--- config.mk ---
export PLATFORM = sky130hd
export DESIGN_NAME = asdh_ram
export DESIGN_NICKNAME = d
export VERILOG_FILES = /design/src/hw/rtl/abs_second_derivative_histogram_defines.svh /design/src/hw/rtl/asdh_ram.sv
export SDC_FILE = /design/constraint.sdc
export NUM_CORES = 2
export LEC_CHECK = 0
export ABC_AREA = 1
export BUFFER_PORTS_ARGS = -buffer_cell sky130_fd_sc_hd__buf_2
export CORE_ASPECT_RATIO = 0.7
export CORE_MARGIN = 1.5
export CORE_UTILIZATION = 25
export DETAILED_ROUTE_END_ITERATION = 12
export PLACE_DENSITY_LB_ADDON = 0.25
export SYNTH_ARGS = -nofsm -noshare
export SYNTH_HDL_FRONTEND = slang
export SYNTH_SLANG_ARGS = --single-unit
--- constraint.sdc ---
create_clock -name clk -period 1.9 [get_ports clk]
set_input_delay 0.19 -clock clk [delete_from_list [all_inputs] [get_ports clk]]
set_output_delay 0.19 -clock clk [all_outputs]
set_load 0.05 [all_outputs]
--- src/hw/rtl/abs_second_derivative_histogram_defines.svh ---
// Assertion macros for the second derivative histogram block.
`ifndef ABS_SECOND_DERIVATIVE_HISTOGRAM_DEFINES_SVH
`define ABS_SECOND_DERIVATIVE_HISTOGRAM_DEFINES_SVH

// Check that a condition implies another in the same cycle.
`define ASDH_ASSERT_NOW(label, cond, expr) \
    label: assert property (@(posedge aclk) disable iff (!aresetn) (cond) |-> (expr)) \
        else $error("assertion failed: same-cycle check");

// Check that a condition implies another in the next cycle.
`define ASDH_ASSERT_NEXT(label, cond, expr) \
    label: assert property (@(posedge aclk) disable iff (!aresetn) (cond) |=> (expr)) \
        else $error("assertion failed: next-cycle check");

`endif

--- src/hw/rtl/asdh_ram.sv ---
// Generic single write port, single read port RAM with registered read.
`default_nettype none
module asdh_ram #(
    parameter int WIDTH = 8,
    parameter int DEPTH = 256
) (
    input  wire logic                     clk,
    input  wire logic                     we,
    input  wire logic [$clog2(DEPTH)-1:0] waddr,
    input  wire logic [WIDTH-1:0]         wdata,
    input  wire logic [$clog2(DEPTH)-1:0] raddr,
    output logic      [WIDTH-1:0]         rdata
);
    logic [WIDTH-1:0] mem [DEPTH];

    always_ff @(posedge clk) begin
        if (we) begin
            mem[waddr] <= wdata;
        end
        rdata <= mem[raddr];
    end
endmodule
`default_nettype wire

==> Yosys cells after proc, flatten, opt, wreduce, memory -nomap -nowiden <==
Memories as Yosys holds them, arrays and structs flattened. A register that Yosys moved wholly into a read port is not among the register bits.
Index checks and enable logic that the tools add are counted.
{ "word_totals": {"regBits": 0, "mem_bits_rw": 2048, "in_bits": 26, "out_inout_bits": 8, "mem_count": 1} }
{ "mem_list": {"columns": ["memory", "words", "word_bits", "rd", "rd_ports_with_merged_regs", "write_ports", "line_no", "text"], "rows": [
  ["mem", 256, 8, 1, 1, 1, "asdh_ram.sv:14", "logic [WIDTH-1:0] mem [DEPTH];"]
]} }
{ "op_classes": {"muxes": 2} }
{ "ops": {"columns": ["cell", "count"], "rows": [
  ["1-bit 2-to-1 mux", 2]
]} }

==> Logic depth before layout (Yosys ltp) <==
{ "logic_depth": {"ltp_word": 2, "ltp_mapped": 15, "ltp_nobuf": 11} }

==> Least setup slack after synthesis <==
No wires, ideal clock.
{ "synth_path": {"kind": "input to register", "from": "in we", "to": "mem mem[162][0], enable pin", "arrival_ns": 1.311, "path_slack_ns": 0.219, "stages": 4, "cell_sequence": "clkbuf_1 -> nand3_1 -> clkbuf_1 -> nor2_1"} }
{ "synth_between": {"elab_chain_len": 2} }
{ "synth_lines": {"columns": ["item", "line_no", "text"], "rows": [
  ["start, declared", "asdh_ram.sv:8", "input wire logic we,"],
  ["1-bit 2-to-1 mux", "asdh_ram.sv:17", "if (we) begin"],
  ["1-bit 2-to-1 mux (not written as such)", "asdh_ram.sv:18", "mem[waddr] <= wdata;"],
  ["end, declared", "asdh_ram.sv:14", null]
]} }
No other way between the ends.

==> impl_metrics.prom <==
# TYPE chip_impl_metric gauge
chip_impl_metric{name="drive_above_1_share",unit="%"} 13.8
chip_impl_info{name="timing.critical_path.from_type",value="flop"} 1
chip_impl_metric{name="total_leakage_power",unit="nW"} 35.1
chip_impl_metric{name="drc_errors",unit=""} 0
chip_impl_metric{name="floorplan.core_area",unit="sq um"} 332000
chip_impl_metric{name="synthCells",unit=""} 7003
chip_impl_metric{name="power.share.combinational",unit="%"} 7.6
chip_impl_metric{name="post-layout-total-power",unit="W"} 0.0951
chip_impl_metric{name="number_of_warnings_reported_in_the_yosys_synthesis_log",unit=""} 0
chip_impl_info{name="timing_worst_setup_path_type",value="flop to flop"} 1
chip_impl_info{name="critical_path.reg2reg.startpoint",value="mem[130][7]"} 1
chip_impl_metric{name="share_clk_of_total_power",unit="%"} 39.8
chip_impl_metric{name="hpwl",unit="um"} 177000
chip_impl_metric{name="worst_hold_path.num_cells",unit=""} 6
chip_impl_metric{name="routabilityCongestion",unit=""} 0.844
chip_impl_metric{name="period_utilization",unit="%"} 98.0
chip_impl_info{name="cpMostUsedCell",value="nand3_1"} 1
chip_impl_metric{name="max_freq",unit="MHz"} 537
chip_impl_metric{name="placed_cell_count",unit=""} 11600
chip_impl_metric{name="dieHeight",unit="um"} 486
chip_impl_metric{name="wire_length_of_the_first_global_routing_pass",unit="um"} 393000
chip_impl_metric{name="grt_pass1_vias",unit=""} 54200
chip_impl_info{name="worst_path_dominant_cell_family",value="simple AND/OR/NAND/NOR gates"} 1
chip_impl_metric{name="htree_num_levels",unit=""} 4
chip_impl_metric{name="drt-initial-drc-count",unit=""} 6879
chip_impl_metric{name="worst-path-buf-inv",unit=""} 0
chip_impl_metric{name="dieWidth",unit="um"} 693
chip_impl_info{name="critical_path.cell_chain",value="nand2_1 -> nand3_1 -> nand3_1 -> nand3_1 -> nand3_1 -> nand3_1 -> nand3_1 -> nand2_1 -> nand2_1 -> nand2_1"} 1
chip_impl_metric{name="average_footprint_of_a_synthesized_cell",unit="sq um"} 11.9
chip_impl_metric{name="timing.critical_path.slowest_cell_delay",unit="ps"} 390
chip_impl_metric{name="synthesis.area",unit="sq um"} 83400
chip_impl_metric{name="swShare",unit="%"} 23.5
chip_impl_info{name="hp-start",value="waddr[7]"} 1
chip_impl_metric{name="area.growth.synth_to_final",unit="%"} 20.4
chip_impl_metric{name="placed_area",unit="sq um"} 94200
chip_impl_metric{name="transition_at_the_pin_with_the_smallest_max_transition_slack",unit="ps"} 643
chip_impl_metric{name="slew_headroom",unit="%"} 57.1
chip_impl_metric{name="report.final.hold_viol_count",unit=""} 0
chip_impl_metric{name="grt.overflow.total",unit=""} 0
chip_impl_info{name="whs_endpoint",value="mem[182][6]"} 1
chip_impl_metric{name="grt_max_degree",unit=""} 82
chip_impl_info{name="layout.cells.most_common_list",value="2110 x nand2_1, 2048 x edfxtp_1, 1983 x nand3_1"} 1
chip_impl_info{name="post-synth-top-area-cell",value="edfxtp_1"} 1
chip_impl_metric{name="port_buffers",unit=""} 33
chip_impl_info{name="tritoncts_clock_tree",value="done"} 1
chip_impl_metric{name="post-place-ws",unit="ps"} -835
chip_impl_metric{name="cp_data_arrival_time",unit="ps"} 2610
chip_impl_metric{name="synth-seq-area-share",unit="%"} 73.9
chip_impl_metric{name="viasPerCell",unit=""} 4.71
chip_impl_metric{name="final-max-slew-violation-count",unit=""} 0
chip_impl_metric{name="vias",unit=""} 56600
chip_impl_metric{name="power.share.sequential",unit="%"} 52.6
chip_impl_info{name="layout.cells.most_common",value="nand2_1"} 1
chip_impl_metric{name="p_int",unit="W"} 0.0727
chip_impl_metric{name="finalWorstPathRequiredPeriod",unit="ps"} 1860
chip_impl_metric{name="design_area",unit="sq um"} 100000
chip_impl_metric{name="drv.max_cap_violation_count",unit=""} 0
chip_impl_metric{name="power_density",unit="nW/um^2"} 947
chip_impl_metric{name="clock_path_buffers",unit=""} 4
chip_impl_info{name="ys_top_cells_by_area",value="edfxtp_1 74%, nand3_1 12%, nand2_1 9.6%"} 1
chip_impl_info{name="rsz0062_at_grt",value="no"} 1
chip_impl_metric{name="io-pin-count",unit=""} 34
chip_impl_metric{name="numClockSinks",unit=""} 2056
chip_impl_metric{name="clkTransAtPathRegs",unit="ps"} 70
chip_impl_metric{name="setup.reg_to_reg.worst_slack",unit="ps"} 40
chip_impl_metric{name="setup_slack_of_the_critical_path_after_layout",unit="ps"} 37.7
chip_impl_metric{name="synth_top_cell_area_share",unit="%"} 73.7
chip_impl_metric{name="layoutNonFillerInstCount",unit=""} 12000
chip_impl_metric{name="finish.net_count",unit=""} 7500
chip_impl_metric{name="initial_utilization",unit="%"} 25.1
chip_impl_info{name="status",value="complete, no violations"} 1
chip_impl_info{name="hold_path_class",value="input port to flop"} 1
chip_impl_metric{name="ff_latch_count_synth",unit=""} 2056
chip_impl_metric{name="p_switching",unit="W"} 0.0224
chip_impl_info{name="worstReg2RegEnd",value="rdata[7]"} 1
chip_impl_info{name="cp_slowest_cell",value="edfxtp_1"} 1
chip_impl_metric{name="worst_r2r_path_depth",unit=""} 10
chip_impl_metric{name="worst_ir_drop_vdd",unit="mV"} 0.852
chip_impl_info{name="setup.worst_path.end_class",value="flop"} 1
chip_impl_metric{name="critPathMaxFanout",unit=""} 1
chip_impl_metric{name="clkLatencyLatePin",unit="ps"} 860
chip_impl_metric{name="global_route.usage.total",unit="%"} 15.8
chip_impl_metric{name="worst-endpoint-required",unit="ps"} 2650
chip_impl_metric{name="cts_buffers",unit=""} 198
chip_impl_metric{name="synth_cell_type_count",unit=""} 14
chip_impl_metric{name="postSynthNetCount",unit=""} 7029
chip_impl_metric{name="worst_clock_skew",unit="ps"} 38.0
chip_impl_metric{name="finalWirelength",unit="um"} 273000
chip_impl_metric{name="drt-pass1-iter-count",unit=""} 6
chip_impl_metric{name="fp.dieArea",unit="sq um"} 337000
chip_impl_metric{name="route.antenna.remaining_nets",unit=""} 0
chip_impl_metric{name="std_cell_rows",unit=""} 177
chip_impl_metric{name="antenna_violations_before_repair",unit=""} 23
chip_impl_info{name="clock-root-buffer",value="clkbuf_16"} 1
chip_impl_metric{name="drt-wirelength-per-cell",unit="um"} 22.7
chip_impl_metric{name="final_setup_violating_endpoints",unit=""} 0
chip_impl_metric{name="final.fill_count",unit=""} 33400
==> state kept, by name, summed over array words and instances, names as in the netlist <==
register,cells
mem,2048
rdata,8
==> routing by layer <==
layer  up-vias  track usage, %  share of wire (%)  wire length (um)
li1      25800               -                  -                 -
met3       341            3.95                8.9             24200
met1     28400            24.3                 48            132000
met5         -               0             0.0029                 8
met4         2            3.61                2.2              6100
met2      2060            22.0                 41            111000
==> worst reg2reg max path: cells and delay by family (launching register included) <==
kind,cells,cell delay (ps)
DFF,1,390
and+or+nand+nor,10,1380
==> power groups by stage <==
stage / Combinational [W] / Clock (W) / Sequential (W)
global placement: 0.00712 / 0 / 0.0510
finish: 0.00720 / 0.0379 / 0.0500
floorplan: 0.00309 / 0 / 0.0511
global route: 0.00775 / 0.0404 / 0.0500
CTS: 0.00717 / 0.0388 / 0.0500
detailed placement: 0.00712 / 0 / 0.0510
==> cell usage after synthesis <==
library cell,instances
buf_1,40
buf_2,268
buf_4,46
buf_6,16
buf_8,1
clkbuf_1,112
dfxtp_1,8
edfxtp_1,2048
inv_1,36
inv_2,2
inv_4,1
nand2_1,2123
nand3_1,2019
nor2_1,283
==> worst max path at each step <==
stage / endpoint / slack, ps / cells after the start / startpoint
6_report: rdata[7] / 40 / 10 / mem[130][7]
3_3_place_gp: rdata[4] / -860 / 14 / raddr[0]
3_5_place_dp: rdata[4] / -840 / 14 / raddr[0]
4_1_cts: rdata[6] / 8 / 10 / mem[97][6]
5_1_grt: rdata[5] / 0.8 / 11 / mem[247][5]
2_1_floorplan: mem[162][0] / 220 / 4 / we
==> final cells by class <==
cell class | count | area [sq um] | share of cell area (%)
Timing Repair Buffer | 754 | 7770 | 7.74
Clock inverter | 90 | 694 | 0.692
Sequential cell | 2056 | 61700 | 61.4
Multi-Input combinational cell | 4425 | 19400 | 19.3
Clock buffer | 249 | 5200 | 5.18
Antenna cell | 9 | 22.5 | 0.0224
Tap cell | 4385 | 5490 | 5.47
Inverter | 39 | 180 | 0.179
==> stage by stage <==
step                      hold WS [ps]  setup TNS [ps]  utilization (%)
after detailed placement           543          -11000             28.4
final                              117               0             30.2
after floorplan                    289               0                -
after CTS                         50.9               0             30.2
after global routing               121               0             30.2
after global placement             536           -8760             28.4
==> timing repair <==
action | CTS | global route
setup buffers | 0 | 0
gates resized for setup | 13 | 27
hold endpoints to repair | 1376 | 0
endpoints found under the setup margin | 9 | 8
hold buffers | 10 | 0
==> cell families after synthesis <==
kind of cell / after synthesis / share of synthesized area, %
buf+inv: 522 / 3.12
flops: 2056 / 73.9
simple gates: 4425 / 22.9
(Power assumes the default switching activity.)
